$ cat config.mk
export PLATFORM = sky130hd
export DESIGN_NAME = lspc_queue
export DESIGN_NICKNAME = d
export VERILOG_FILES = /design/src/sv/lspc_pkg.sv /design/src/sv/lspc_queue.sv
export SDC_FILE = /design/constraint.sdc
export NUM_CORES = 1
export LEC_CHECK = 0
export ABC_AREA = 0
export BUFFER_PORTS_ARGS = -buffer_cell sky130_fd_sc_hd__buf_2
export CORE_ASPECT_RATIO = 0.6
export CORE_MARGIN = 5
export CORE_UTILIZATION = 61
export DETAILED_ROUTE_END_ITERATION = 7
export MAX_ROUTING_LAYER = met4
export PLACE_DENSITY_LB_ADDON = 0.15
export SETUP_SLACK_MARGIN = 0.4
export SYNTH_ARGS = -nofsm -noshare
export SYNTH_HDL_FRONTEND = slang
export SYNTH_SLANG_ARGS = --single-unit
$ cat constraint.sdc
create_clock -name clock -period 5.5 [get_ports clock]
set_input_delay 1.1 -clock clock [delete_from_list [all_inputs] [get_ports clock]]
set_output_delay 1.1 -clock clock [all_outputs]
set_load 0.05 [all_outputs]
$ cat src/sv/lspc_pkg.sv
// shared types and constants for the laser scan polar to cartesian core
package lspc_pkg;

   localparam int RANGE_W    = 16;
   localparam int CLASS_W    = 2;
   localparam int ANGLE_W    = 16;
   localparam int COORD_W    = 17;
   localparam int QUAD_W     = 2;
   localparam int POS_W      = 14;
   localparam int CSR_IDX_W  = 3;
   localparam int CSR_DATA_W = 16;

   localparam int TRIG_FRAC_BITS_DEF = 15;
   localparam int QUEUE_DEPTH_DEF    = 4;

   localparam logic [30:0] Q30_ONE      = 31'h4000_0000;
   localparam logic [30:0] HALF_PI_Q30  = 31'd1686629713;
   localparam logic [14:0] QUARTER_TURN = 15'd16384;

   localparam logic [RANGE_W-1:0] MAX_RANGE_RESET = 16'hFFFF;

   localparam int TAYLOR_TERMS = 5;
   localparam logic [6:0] TAYLOR_DIV [TAYLOR_TERMS] = '{7'd110, 7'd72, 7'd42, 7'd20, 7'd6};

   typedef enum logic [CSR_IDX_W-1:0] {
      CSR_START_ANGLE  = 3'd0,
      CSR_ANGLE_STEP   = 3'd1,
      CSR_MIN_RANGE_MM = 3'd2,
      CSR_MAX_RANGE_MM = 3'd3,
      CSR_INF_AS_MAX   = 3'd4
   } csr_reg_type;

   typedef enum logic [CLASS_W-1:0] {
      CLS_FINITE  = 2'd0,
      CLS_POS_INF = 2'd1,
      CLS_NAN     = 2'd2,
      CLS_NEG_INF = 2'd3
   } range_class_type;

   typedef struct packed {
      logic               ok;
      logic [RANGE_W-1:0] range;
      logic [QUAD_W-1:0]  quad;
   } meta_type;

   typedef struct packed {
      meta_type         meta;
      logic [POS_W-1:0] pos;
   } beam_type;

   typedef struct packed {
      logic full;
      logic empty;
   } fifo_stat_type;

endpackage

$ cat src/sv/lspc_queue.sv
// short beam queue between front end and trig pipeline
module lspc_queue #(
   parameter int DEPTH = lspc_pkg::QUEUE_DEPTH_DEF
) (
   input  logic                    clock,
   input  logic                    reset,
   input  logic                    push,
   input  lspc_pkg::beam_type      push_data,
   input  logic                    pop,
   output lspc_pkg::beam_type      head,
   output lspc_pkg::fifo_stat_type stat
);
   import lspc_pkg::*;

   localparam int PTR_W = (DEPTH > 1) ? $clog2(DEPTH) : 1;
   localparam int CNT_W = $clog2(DEPTH + 1);

   beam_type         entry_ff [DEPTH];
   logic [PTR_W-1:0] wr_ptr_ff, wr_ptr_in;
   logic [PTR_W-1:0] rd_ptr_ff, rd_ptr_in;
   logic [CNT_W-1:0] cnt_ff, cnt_in;

   assign stat.full  = (cnt_ff == CNT_W'(DEPTH));
   assign stat.empty = (cnt_ff == '0);
   assign head       = entry_ff[rd_ptr_ff];

   always_comb begin
      wr_ptr_in = wr_ptr_ff;
      rd_ptr_in = rd_ptr_ff;
      cnt_in    = cnt_ff;
      if (push) begin
         wr_ptr_in = (wr_ptr_ff == PTR_W'(DEPTH - 1)) ? '0 : wr_ptr_ff + 1'b1;
      end
      if (pop) begin
         rd_ptr_in = (rd_ptr_ff == PTR_W'(DEPTH - 1)) ? '0 : rd_ptr_ff + 1'b1;
      end
      if (push && !pop) begin
         cnt_in = cnt_ff + 1'b1;
      end else if (pop && !push) begin
         cnt_in = cnt_ff - 1'b1;
      end
   end

   always_ff @(posedge clock) begin
      if (reset) begin
         wr_ptr_ff <= '0;
         rd_ptr_ff <= '0;
         cnt_ff    <= '0;
      end else begin
         wr_ptr_ff <= wr_ptr_in;
         rd_ptr_ff <= rd_ptr_in;
         cnt_ff    <= cnt_in;
      end
   end

   always_ff @(posedge clock) begin
      if (push) begin
         entry_ff[wr_ptr_ff] <= push_data;
      end
   end

endmodule

==> out/qor.csv <==
metric;value;unit
routed_wl;8909;um
syn-num-nets;261;
track_usage;0.1945;
cp-end-kind;output pin;
root_buffer;clkbuf_16;
cts_sinks;141;
num-nets-final;344;
clockPowerShare;0.404;
worst_path_max_delay_cell;mux4_1;
seqPwrFrac;0.481;
antenna_found_initial;1;
synth_area_per_cell;24.19;um2
cts-htree-levels;4;
syn-cell-area;5249;um2
worst_pin_slew;0.9149;ns
setup_ws;2.108;ns
rows;26;
critical_path_depth;3;
finalHoldViolations;0;
crit_end;head[13];
grt_pass1_vias;2541;
critPathLaunchType;flip-flop;
rrSetupSlack;3.73;ns
slowest_delay;0.60;ns
tns;0;ns
p_per_area;420.6;nW/um2
drv_slew;0;
setup_viol;0;
synth.distinct_cells;20;
ys_warn_count;0;
synthToLayoutAreaGrowth;18.31;%
cts_setup_buffers;0;
r2r_start;wr_ptr_ff[0];
syn-instance-count;217;
power.internal;0.001977;W
ios;72;
cts_buffers;17;
drtAntennaViolNets;0;
pwr-share-comb;0.115;
grt_max_degree;34;
skew;0.004329;ns
grt_pass1_wl;13930;um
fin_cells;424;
post-place-ws;2.462;ns
drtIter0Drc;214;
min_period;3.392;ns
path_class;reg2out;
status;completed;
dp.cells;393;
vias;2363;
path_buf_inv;2;
clk_latency;0.41;ns
maxCapViolCount;0;
required;4.40;ns
layout-drive-gt1-share;0.4244;
ir_drop;263.1;uV
ctsResizeCount;0;
mostFrequentLayoutCells;edfxtp_1, buf_2, mux4_2;
r2r_cells;2;
critical_path.top_delay_family;buffers and inverters;
wl_per_cell;21.01;um
power_switching;0.0006354;W
die_w;129.8;um
rr_endpoint;entry_ff[3][28];
period_share;0.6167;
initial_core_util;0.6206;
critPathArrivalTime;2.29;ns
cts_tree;yes;
cts_hold_buffers;0;
clkSlewWorstSetupHoldPaths;0.05;ns
yosys_register_bits;141;
drc;0;
hold_path_class;reg2reg;
die-area;10620;um2
die_y;81.85;um
final_common_cell;edfxtp_1;
worstPathCellList;buf_4 -> mux4_1 -> buf_2;
clockBufferDepth;2;
port-buffer-count;71;
drtPass1Iterations;4;
leakagePower;2.161;nW
grt_overflow;0;
netSwitchingFraction;0.2432;
fmax;294.8;MHz
crit_fanout;22;
grt_setup_unrepaired;false;
routed_via_density;5.573;
slew_headroom;0.3901;
dp_hpwl;5207;um
ys_seq_area_frac;0.7895;
core;8458;um2
gp_congestion;0.6894;
## how the worst min path moves through the flow
stage | start | end | slack [ns] | cells after the start
5_1_grt | cnt_ff[2] | cnt_ff[2] | 0.56 | 2
2_1_floorplan | cnt_ff[2] | cnt_ff[2] | 0.46 | 2
4_1_cts | cnt_ff[2] | cnt_ff[2] | 0.53 | 2
3_5_place_dp | cnt_ff[2] | cnt_ff[2] | 0.52 | 2
6_report | cnt_ff[2] | cnt_ff[2] | 0.52 | 2
3_3_place_gp | cnt_ff[2] | cnt_ff[2] | 0.49 | 2
## worst register-to-register path: stages, from the launching register on
cell and delay, ns:
dfxtp_1 0.40, ha_1 0.21, and2_2 0.76
## flip-flops by register name, indices dropped and copies added, names as in the netlist, named ones only
signal / count
cnt_ff: 3
entry_ff: 132
rd_ptr_ff: 2
wr_ptr_ff: 2
## layer usage
layer | share of wire | vias up | global-route usage
met5 | 0 | - | -
li1 | - | 1074 | -
met3 | 0.063 | 16 | 0.07537
met4 | 0.017 | 0 | 0.07780
met1 | 0.46 | 1209 | 0.2657
met2 | 0.46 | 64 | 0.2672
## through the flow
| stage | power (W) | hold WS, ns | instance area (um2) | utilization |
|---|---|---|---|---|
| 2_1_floorplan | 0.001505 | 0.4603 | 5249 | - |
| 3_3_place_gp | 0.001577 | 0.4863 | 5669 | 0.6703 |
| 3_5_place_dp | 0.001582 | 0.5194 | 5669 | 0.6703 |
| 4_1_cts | 0.002632 | 0.5271 | 6207 | 0.7339 |
| 5_1_grt | 0.002706 | 0.5552 | 6210 | 0.7342 |
| 6_report | 0.002612 | 0.5237 | 6210 | 0.7342 |
## cell families (layout without fill, tap and decap cells)
| family | Yosys count | count (layout) | share of synthesized area |
|---|---|---|---|
| DFF | 141 | 141 | 0.7895 |
| muxes | 37 | 37 | 0.1514 |
| and+or+nand+nor | 15 | 15 | 0.01478 |
| buffers and inverters | 12 | 106 | 0.02002 |
| adders and majority gates | 7 | 7 | 0.01812 |
| AOI/OAI and AO/OA | 3 | 3 | 0.002860 |
| xor gates and xnor gates | 2 | 2 | 0.003338 |
| other | 0 | 1 | 0 |
## power groups by stage
stage	Combinational [W]	Sequential [W]	Clock [W]
after floorplan	0.000243	0.00126	0
after global placement	0.000301	0.00128	0
after detailed placement	0.000305	0.00128	0
after CTS	0.000306	0.00126	0.00107
after global routing	0.000319	0.00126	0.00113
final	0.000302	0.00126	0.00106
## synthesized netlist by cell type
library cell / count / area [um2]
and2_1: 4 / 25.02
a21oi_1: 2 / 10.01
inv_1: 4 / 15.01
nor3b_1: 2 / 15.01
fa_1: 1 / 20.02
o21ai_0: 1 / 5.000
edfxtp_1: 132 / 3964
buf_6: 1 / 11.26
nor2_1: 7 / 26.28
buf_12: 3 / 60.06
clkbuf_1: 1 / 3.750
or3_1: 1 / 6.260
mux4_2: 30 / 675.7
mux4_1: 3 / 78.83
dfxtp_1: 9 / 180.2
xor2_1: 2 / 17.52
nor3_1: 1 / 5.000
mux2i_1: 4 / 40.04
buf_2: 3 / 15.01
ha_1: 6 / 75.07
## area by class of cell
type                    count  area, um2
multi-input cells          64       1005
fillers                   498       2248
clock buffers              21      440.4
repair buffers             72      362.8
diodes                      1      2.502
clock inverters             9      97.59
well taps                 112      140.1
inverters                   4      15.01
flip-flops and latches    141       4146
Power figures use the tool's default switching activity.
