**src/sv/lspc_pkg.sv**
```systemverilog
// shared types and constants for the laser scan polar to cartesian core
package lspc_pkg;

   localparam int RANGE_W    = 16;
   localparam int CLASS_W    = 2;
   localparam int ANGLE_W    = 16;
   localparam int COORD_W    = 17;
   localparam int QUAD_W     = 2;
   localparam int POS_W      = 14;
   localparam int CSR_IDX_W  = 3;
   localparam int CSR_DATA_W = 16;

   localparam int TRIG_FRAC_BITS_DEF = 15;
   localparam int QUEUE_DEPTH_DEF    = 4;

   localparam logic [30:0] Q30_ONE      = 31'h4000_0000;
   localparam logic [30:0] HALF_PI_Q30  = 31'd1686629713;
   localparam logic [14:0] QUARTER_TURN = 15'd16384;

   localparam logic [RANGE_W-1:0] MAX_RANGE_RESET = 16'hFFFF;

   localparam int TAYLOR_TERMS = 5;
   localparam logic [6:0] TAYLOR_DIV [TAYLOR_TERMS] = '{7'd110, 7'd72, 7'd42, 7'd20, 7'd6};

   typedef enum logic [CSR_IDX_W-1:0] {
      CSR_START_ANGLE  = 3'd0,
      CSR_ANGLE_STEP   = 3'd1,
      CSR_MIN_RANGE_MM = 3'd2,
      CSR_MAX_RANGE_MM = 3'd3,
      CSR_INF_AS_MAX   = 3'd4
   } csr_reg_type;

   typedef enum logic [CLASS_W-1:0] {
      CLS_FINITE  = 2'd0,
      CLS_POS_INF = 2'd1,
      CLS_NAN     = 2'd2,
      CLS_NEG_INF = 2'd3
   } range_class_type;

   typedef struct packed {
      logic               ok;
      logic [RANGE_W-1:0] range;
      logic [QUAD_W-1:0]  quad;
   } meta_type;

   typedef struct packed {
      meta_type         meta;
      logic [POS_W-1:0] pos;
   } beam_type;

   typedef struct packed {
      logic full;
      logic empty;
   } fifo_stat_type;

endpackage

```
**src/sv/lspc_if.sv**
```systemverilog
// channel interfaces: beam request, point response, register write
interface lspc_req_if;
   logic                                valid;
   logic                                ready;
   logic [lspc_pkg::RANGE_W-1:0]        range_mm;
   logic [lspc_pkg::CLASS_W-1:0]        range_class;
   logic                                scan_start;

   modport source (output valid, output range_mm, output range_class, output scan_start,
                   input ready);
   modport sink   (input valid, input range_mm, input range_class, input scan_start,
                   output ready);
endinterface


interface lspc_csr_if;
   logic                                valid;
   logic                                ready;
   logic [lspc_pkg::CSR_IDX_W-1:0]      index;
   logic [lspc_pkg::CSR_DATA_W-1:0]     data;

   modport source (output valid, output index, output data, input ready);
   modport sink   (input valid, input index, input data, output ready);
endinterface

```
**src/sv/lspc_front.sv**
```systemverilog
// front end: config registers, beam angle tracking and range classification
module lspc_front (
   input  logic                    clock,
   input  logic                    reset,
   lspc_req_if.sink                req_bus,
   lspc_csr_if.sink                csr_bus,
   input  lspc_pkg::fifo_stat_type q_stat,
   output logic                    q_push,
   output lspc_pkg::beam_type      q_entry
);
   import lspc_pkg::*;

   logic [ANGLE_W-1:0] start_angle_ff, start_angle_in;
   logic [ANGLE_W-1:0] angle_step_ff, angle_step_in;
   logic [RANGE_W-1:0] min_range_ff, min_range_in;
   logic [RANGE_W-1:0] max_range_ff, max_range_in;
   logic               inf_as_max_ff, inf_as_max_in;
   logic [ANGLE_W-1:0] beam_angle_ff, beam_angle_in;

   logic               csr_wr;
   logic [ANGLE_W-1:0] ang;
   logic [RANGE_W-1:0] rng;
   logic               ok;

   assign csr_bus.ready = 1'b1;
   assign csr_wr        = csr_bus.valid && csr_bus.ready;

   assign req_bus.ready = !q_stat.full;
   assign q_push        = req_bus.valid && req_bus.ready;

   always_comb begin
      start_angle_in = start_angle_ff;
      angle_step_in  = angle_step_ff;
      min_range_in   = min_range_ff;
      max_range_in   = max_range_ff;
      inf_as_max_in  = inf_as_max_ff;
      if (csr_wr) begin
         case (csr_reg_type'(csr_bus.index))
            CSR_START_ANGLE:  start_angle_in = csr_bus.data;
            CSR_ANGLE_STEP:   angle_step_in  = csr_bus.data;
            CSR_MIN_RANGE_MM: min_range_in   = csr_bus.data;
            CSR_MAX_RANGE_MM: max_range_in   = csr_bus.data;
            CSR_INF_AS_MAX:   inf_as_max_in  = csr_bus.data[0];
            default:          ;
         endcase
      end
   end

   // angle of this beam, next angle follows it by one step
   assign ang           = req_bus.scan_start ? start_angle_ff : beam_angle_ff;
   assign beam_angle_in = q_push ? ang + angle_step_ff : beam_angle_ff;

   always_comb begin
      rng = req_bus.range_mm;
      ok  = 1'b0;
      case (range_class_type'(req_bus.range_class))
         CLS_FINITE: ok = 1'b1;
         CLS_POS_INF: begin
            if (inf_as_max_ff && (max_range_ff != '0)) begin
               rng = max_range_ff - 16'd1;
               ok  = 1'b1;
            end
         end
         default: ok = 1'b0;
      endcase
      if ((rng < min_range_ff) || (rng > max_range_ff)) begin
         ok = 1'b0;
      end
   end

   always_comb begin
      q_entry.meta.ok    = ok;
      q_entry.meta.range = rng;
      q_entry.meta.quad  = ang[ANGLE_W-1 -: QUAD_W];
      q_entry.pos        = ang[POS_W-1:0];
   end

   always_ff @(posedge clock) begin
      if (reset) begin
         start_angle_ff <= '0;
         angle_step_ff  <= '0;
         min_range_ff   <= '0;
         max_range_ff   <= MAX_RANGE_RESET;
         inf_as_max_ff  <= 1'b0;
         beam_angle_ff  <= '0;
      end else begin
         start_angle_ff <= start_angle_in;
         angle_step_ff  <= angle_step_in;
         min_range_ff   <= min_range_in;
         max_range_ff   <= max_range_in;
         inf_as_max_ff  <= inf_as_max_in;
         beam_angle_ff  <= beam_angle_in;
      end
   end

endmodule

```
**src/flat_wrapper.sv**
```systemverilog
// flat-port wrapper written by rule: the top's interface ports become plain ports
module lspc_front_flat import lspc_pkg::*;
  (clock, reset, q_stat, q_push, q_entry, req_bus_valid, req_bus_range_mm, req_bus_range_class, req_bus_scan_start, req_bus_ready, csr_bus_valid, csr_bus_index, csr_bus_data, csr_bus_ready);
  lspc_req_if req_bus_i ();
  lspc_csr_if csr_bus_i ();
  input  logic clock;
  input  logic reset;
  input  lspc_pkg::fifo_stat_type q_stat;
  output logic q_push;
  output lspc_pkg::beam_type q_entry;
  input wire logic [$bits(req_bus_i.valid)-1:0] req_bus_valid;
  input wire logic [$bits(req_bus_i.range_mm)-1:0] req_bus_range_mm;
  input wire logic [$bits(req_bus_i.range_class)-1:0] req_bus_range_class;
  input wire logic [$bits(req_bus_i.scan_start)-1:0] req_bus_scan_start;
  output wire logic [$bits(req_bus_i.ready)-1:0] req_bus_ready;
  input wire logic [$bits(csr_bus_i.valid)-1:0] csr_bus_valid;
  input wire logic [$bits(csr_bus_i.index)-1:0] csr_bus_index;
  input wire logic [$bits(csr_bus_i.data)-1:0] csr_bus_data;
  output wire logic [$bits(csr_bus_i.ready)-1:0] csr_bus_ready;
  assign req_bus_i.valid = req_bus_valid;
  assign req_bus_i.range_mm = req_bus_range_mm;
  assign req_bus_i.range_class = req_bus_range_class;
  assign req_bus_i.scan_start = req_bus_scan_start;
  assign req_bus_ready = req_bus_i.ready;
  assign csr_bus_i.valid = csr_bus_valid;
  assign csr_bus_i.index = csr_bus_index;
  assign csr_bus_i.data = csr_bus_data;
  assign csr_bus_ready = csr_bus_i.ready;
  lspc_front u_core (.clock(clock), .reset(reset), .req_bus(req_bus_i), .csr_bus(csr_bus_i), .q_stat(q_stat), .q_push(q_push), .q_entry(q_entry));
endmodule
```
**config.mk**
```make
export PLATFORM = sky130hd
export DESIGN_NAME = lspc_front_flat
export DESIGN_NICKNAME = d
export VERILOG_FILES = /design/src/sv/lspc_pkg.sv /design/src/sv/lspc_if.sv /design/src/sv/lspc_front.sv /design/src/flat_wrapper.sv
export SDC_FILE = /design/constraint.sdc
export NUM_CORES = 1
export LEC_CHECK = 0
export BUFFER_PORTS_ARGS = -buffer_cell sky130_fd_sc_hd__buf_2
export CORE_ASPECT_RATIO = 0.5
export CORE_UTILIZATION = 40
export DETAILED_ROUTE_END_ITERATION = 12
export PLACE_DENSITY_LB_ADDON = 0.3
export RECOVER_POWER = 25
export SLEW_MARGIN = 30
export SYNTH_ARGS = -nofsm -noshare
export SYNTH_HDL_FRONTEND = slang
export SYNTH_SLANG_ARGS = --single-unit
export TNS_END_PERCENT = 5
```
**constraint.sdc**
```tcl
create_clock -name clock -period 3.55 [get_ports clock]
set_input_delay 0.355 -clock clock [delete_from_list [all_inputs] [get_ports clock]]
set_output_delay 0.355 -clock clock [all_outputs]
set_load 0.01 [all_outputs]
```
==> run metrics, run 1 <==
cells after synthesis 673; Antenna Diode Count 0; WHS 0.2820 ns; Max Clk Rate 258.7 MHz; Yosys top cell area share 31.73%; synthesized area 5110 µm²; clock root buffer master clkbuf_16; count leader, synth nand2_1; Critical Path End Type primary output; P_sw 0.6078 mW; FF+latch count, synth 81; Die W 161.8 µm; CP Max Fanout 7; critical-path cell list or4_4 > nand4b_4 > o311ai_4 > buf_6 > nand2_1 > o21ai_2 > buf_4 > ha_1 > nand2_2 > o21ai_1 > a311oi_2 > o21ai_1 > o22ai_1 > o211a_1 > buf_2; Avg WL per Cell 15.41 µm; Pwr Density 357.9 nW/µm²; GR Overflow Total 0; fin nets 861; Critical Path Max Stage Delay 0.56 ns; Combinational Power Share 13.6%; Final setup viols 1; max-slew violations 46; DP Wirelength 10.41 mm; Yosys warnings 0; status finished with violations; layout cells sized above 1 24.58%; Max clock buf depth 2; DRC viols 0; Cell variety after synth 51; Area Overhead vs Synth 26.81%; CTS tree built; R2R Setup Slk 0.80 ns; post-synthesis sequential area ratio 31.73%; Flop pwr share 40.8%; CP most frequent cell o21ai_1; Post-synth top flop dfxtp_1; clock sinks 81; Row Count 28; Internal 1.711 mW; LEAKAGE 2.820 nW; clk slew on worst S/H paths 0.07 ns; DRT antenna net count 0; violated checks capacitance limit, slew limit, setup timing; Post-Syn Nets 766; clock latency on the worst-skew pair 0.34 ns; synth cell count leaders 160 x nand2_1, 81 x dfxtp_1, 73 x a21oi_1; clock share of power 45.6%; die area 13260 µm²; first-pass GRT wire length 22.38 mm; Initial Utilization 42.16%; H-Tree Depth 3; Rel. slew slack -34.77%; ys async rst share 0%; Die H 81.92 µm; Worst Path Arrival 3.51 ns; Port Buf Inserts 77; final hold violation count 0; Area contributors post-synth dfxtp_1 32%, ha_1 12%, nand2_1 12%; fin util 53.46%; critical path type reg2out; RSZ-0062 raised after global routing yes; initial antenna violation count 0; MaxCap Viol Count 1; Total Routing Usage GR 21.70%; peak supply drop 0.2368 mV; CTS buffer count 9; vias 4958; EDFF count, synth 0; Final Worst Setup Slack -0.3160 ns; Required @ worst endpoint 3.19 ns; fin crit share 108.9%; drt total wl 14.45 mm; Iteration-0 DRC Markers 261; largest net degree at the start of global routing 46; slowest CP cell or4_4; # IOs 80; Worst Setup Start Kind flop; post-synth top area cell dfxtp_1; Post-Syn Area per Cell 7.593 µm²; Pre-antenna DRT Iters 4; via/cell ratio 5.286; min-delay worst type in2reg; min Tclk post-route 3.866 ns; GP Congestion 0.9078; vias in the first global route 4498; Max Clock Skew 0.002648 ns; Core Box Area 12120 µm²; worst slew pin tran 2.022 ns; Sw Share 26.21%
registers in the layout (all words and copies together) (netlist names):
| register | count |
|---|---|
| u_core.angle_step_ff | 16 |
| u_core.max_range_ff | 16 |
| u_core.start_angle_ff | 16 |
| u_core.inf_as_max_ff | 1 |
| u_core.min_range_ff | 16 |
| u_core.beam_angle_ff | 16 |
worst max-delay path, delay by kind of cell, from the launching register on:
family	cells	cell delay, ns
flops	1	0.32
fa+ha+maj	1	0.24
simple gates	4	0.94
buf+inv	3	0.46
compound gates	7	1.22
kinds of logic (layout without fill, tap and decap cells):
logic type	after synthesis	count (layout)	share of synthesized area [%]
and+or+nand+nor	257	257	22.36
AOI/OAI and AO/OA	163	163	19.64
DFF	81	81	31.73
buffers and inverters	81	181	6.097
adders and majority gates	49	49	12.15
muxes	24	24	5.044
xor gates and xnor gates	17	17	2.914
other	1	1	0.07339
layout make-up:
cell class / instances / area, µm²
timing repair buffer: 121 / 754.5
sequential: 81 / 1623
multi-input combinational: 511 / 3395
clock buffer: 10 / 239.0
tap: 165 / 206.4
clock inverter: 6 / 97.59
inverter: 44 / 165.2
fill: 1184 / 5642
stage by stage:
| step | setup WS (ns) | cells | area, µm² | TNS [ns] | power (mW) |
|---|---|---|---|---|---|
| floorplan | 0.008782 | 673 | 5142 | 0 | 1.130 |
| CTS | -0.4041 | 932 | 6246 | -0.4041 | 2.308 |
| detailed placement | -0.1712 | 915 | 5872 | -0.1712 | 1.246 |
| global route | -0.4150 | 938 | 6480 | -0.4150 | 2.402 |
| global placement | -0.1152 | 915 | 5869 | -0.1152 | 1.241 |
| finish | -0.3160 | 938 | 6480 | -0.3160 | 2.319 |
cells in the final DEF (no fill, tap or decap), types with 3 or more instances in the layout:
master     instances
nand2_1          158
nor2_1            26
and3_1             5
o21ai_0           17
nor4b_1            5
nor2b_1            6
xnor2_1           17
inv_1             44
a31oi_1            3
buf_2             75
ha_1              41
clkbuf_1           3
clkbuf_16         10
a21oi_1           69
nand3_1           11
ha_4               6
buf_4             37
a211oi_1           4
a21o_1             5
o31ai_1            4
a21oi_2            3
o21ai_1            6
nand4_1            4
a31o_2             3
nor4_1             3
buf_6              4
mux2i_1           10
mux2_2            14
or3_1              3
o2111ai_1          3
o21ai_2            7
dfxtp_1           80
o211ai_1          19
nor3_1            17
what timing repair did:
item	CTS	global route
hold buffers	0	0
cloned	0	1
pin swaps	13	22
setup endpoints to repair	1	1
gates resized for setup	13	38
buffers inserted	2	5
final timing paths:
| check | startpoint | end | cells after the start |
|---|---|---|---|
| worst min-delay path | csr_bus_data[5] | u_core.start_angle_ff[5]$_SDFFE_PP0P_ | 3 |
| worst max-delay path | u_core.max_range_ff[8]$_SDFFE_PP1P_ | q_entry[32] | 15 |
| worst min register to register | u_core.beam_angle_ff[5]$_SDFFE_PP0P_ | u_core.beam_angle_ff[5]$_SDFFE_PP0P_ | 2 |
| worst max register to register | u_core.start_angle_ff[7]$_SDFFE_PP0P_ | u_core.beam_angle_ff[12]$_SDFFE_PP0P_ | 8 |
per-layer routing:
layer,GRT usage [%],wire length (µm),vias up
met4,5.566,92,0
met5,0,0,-
met1,30.49,7283,2291
met3,4.242,735,10
met2,33.95,6338,130
li1,-,-,2527
power groups by stage:
| stage | Clock, mW | Sequential (mW) | Combinational, mW |
|---|---|---|---|
| floorplan | 0 | 0.962 | 0.168 |
| CTS | 1.07 | 0.946 | 0.289 |
| finish | 1.06 | 0.946 | 0.316 |
| global route | 1.11 | 0.948 | 0.348 |
| global placement | 0 | 0.965 | 0.275 |
| detailed placement | 0 | 0.966 | 0.280 |
Note: power is estimated with default switching activity, not from simulation.
==> run 2: changes to the inputs <==
Settings changed: ABC_AREA set to 1.
==> run 2 against run 1 <==
Compared with the run above: the flow finishes with violations (setup timing); sequential power increased by 2.2%; first-iteration DRC count rose by 34%; sequential share of layout area up 2.4 points; combinational power up 4%; cell area is 8.6% lower; critical path type unchanged; flip-flop and latch count stayed put; synthesized cell count increased by 3.1%; critical path depth is 3 higher; fmax is 7.9% higher.
==> run metrics, run 2 <==
cells after synthesis 694; Post-Syn Area per Cell 7.134 µm²; Yosys top cell area share 32.75%; Core Box Area 11950 µm²; Die H 80.67 µm; critical path startpoint u_core.max_range_ff[0]$_SDFFE_PP1P_; clock sinks 81; initial antenna violation count 0; critical-path cell list inv_2 > ha_1 > nand2_1 > nor2_1 > nand2_1 > nand3_4 > o21ai_0 > ha_1 > inv_1 > nor2_1 > nor2_1 > o21a_1 > o221ai_1 > and2_1 > o21ai_1 > nand2_1 > a21oi_2 > buf_2; EDFF count, synth 0; R2R Setup Slk 1.17 ns; Row Count 28; fin crit share 101.0%; Critical Path End Type primary output; Iteration-0 DRC Markers 351; Antenna Diode Count 0; DP Cell Count 915; Post-synth top flop dfxtp_1; Worst Path Arrival 3.23 ns; fillers 1186; DR WL met3 621 µm; Max Clock Skew 0.007267 ns; commonest non-fill, non-tap cells in the layout 102 x o21ai_0, 92 x nor2_1, 83 x inv_1, 79 x dfxtp_1; Yosys warnings 0; clock latency on the worst-skew pair 0.34 ns; count leader, synth o21ai_0; Worst Setup Start Kind flop; r2r startpoint u_core.beam_angle_ff[0]$_SDFFE_PP0P_; layout cells sized above 1 18.76%; vias 4686; clock root buffer master clkbuf_16; number of standard cells in the layout, taps in and fillers out 938; DP Wirelength 9.508 mm; Required @ worst endpoint 3.19 ns; synth cell count leaders 104 x o21ai_0, 94 x nor2_1, 84 x inv_1; clk slew on worst S/H paths 0.06 ns; via/cell ratio 4.996; Final setup viols 1; register area 1627 µm²; commonest non-fill, non-tap cell in the layout o21ai_0; ys async rst share 0%; Die W 159.3 µm; Power, Total 2.251 mW; fin util 49.60%; DRT antenna net count 0; Cell variety after synth 44; die area 12850 µm²; final hold violation count 0; WHS 0.2861 ns; Pre-antenna DRT Iters 5; Avg WL per Cell 13.98 µm; Initial Utilization 41.44%; Design Area, Final 5926 µm²; peak supply drop 0.2657 mV; FF+latch count, synth 81; Area contributors post-synth dfxtp_1 33%, ha_1 12%, o21ai_0 11%; CTS tree built; fin nets 861; synthesized area 4951 µm²; Post-Syn Nets 787; largest net degree at the start of global routing 33; DRC viols 0; GP Congestion 0.8564; CTS buffer count 9; Highest Signal Layer met4; # IOs 80; first-pass GRT wire length 20.89 mm; worst slew pin tran 1.368 ns; vias in the first global route 4116; Total Routing Usage GR 20.65%; max-slew violations 0; status finished with violations; GR Overflow Total 0; H-Tree Depth 3; Max clock buf depth 2; drt total wl 13.11 mm; worst path buffer plus inverter count 3; slowest CP cell o21ai_0; critical path type reg2out; Hold Startpoint csr_bus_data[15]; Max Clk Rate 279.0 MHz; min-delay worst type in2reg; RSZ-0062 raised after global routing yes; Multi-input gate area 2947 µm²; min Tclk post-route 3.584 ns; Setup WS pre-CTS 0.2043 ns; placed instance area 5483 µm²; Area Overhead vs Synth 19.69%; Port Buf Inserts 77; CP top delay family compound AO/OA/AOI/OAI gates; LEAKAGE 2.895 nW; Critical Path Max Stage Delay 0.41 ns; setup TNS -0.03396 ns; met2 wire length 5.357 mm; Pwr Density 379.9 nW/µm²; CP Max Fanout 7; post-synth top area cell dfxtp_1; Rel. slew slack 8.785%; MaxCap Viol Count 0; violated checks setup timing; routed length on met1 7.020 mm; CTS Hold Bufs 0; post-synthesis sequential area ratio 32.75%; Final Worst Setup Slack -0.03396 ns
run 2: what timing repair did:
action / CTS / global route
hold endpoints to repair: 0 / 0
pin swaps: 0 / 10
buffers inserted: 0 / 7
setup endpoints to repair: 1 / 1
resized for setup: 6 / 18
run 2: cell type report:
type                    count  area share [%]
clock buffers              11           4.096
clock inverters             5           1.056
inverters                  92           5.828
multi-input cells         492           49.73
flip-flops and latches     81           27.45
well taps                 165           3.484
repair buffers             92           8.361
run 2: cell families after synthesis:
kind of cell / count (synthesis) / synth area share [%]
compound gates: 205 / 21.94
xor+xnor: 18 / 3.184
buf+inv: 121 / 9.401
mux: 7 / 1.592
simple gates: 212 / 18.52
other cells: 1 / 0.07574
flops: 81 / 32.75
fa+ha+maj: 49 / 12.53
run 2: metal layers:
metal	global-route usage, %	vias up
met5	0	-
met4	4.712	0
met3	4.029	14
met2	30.75	111
met1	30.22	2105
li1	-	2456
run 2: worst paths after layout:
kind | endpoint | cells past startpoint
hold reg to reg | u_core.beam_angle_ff[0]$_SDFFE_PP0P_ | 2
setup reg to reg | u_core.beam_angle_ff[12]$_SDFFE_PP0P_ | 14
setup / recovery | q_entry[32] | 18
hold / removal | u_core.max_range_ff[15]$_SDFFE_PP1P_ | 3
run 2: tightest hold or removal path: stages:
cell,delay (ns)
buf_2,0.11
a21oi_1,0.06
o21ai_0,0.06
run 2: where the power goes:
| group | internal [mW] | switching (mW) | leakage (nW) |
|---|---|---|---|
| logic | 0.125 | 0.205 | 2.09 |
| clock network | 0.568 | 0.387 | 0.142 |
| registers | 0.946 | 0.0206 | 0.660 |
| total | 1.64 | 0.612 | 2.90 |
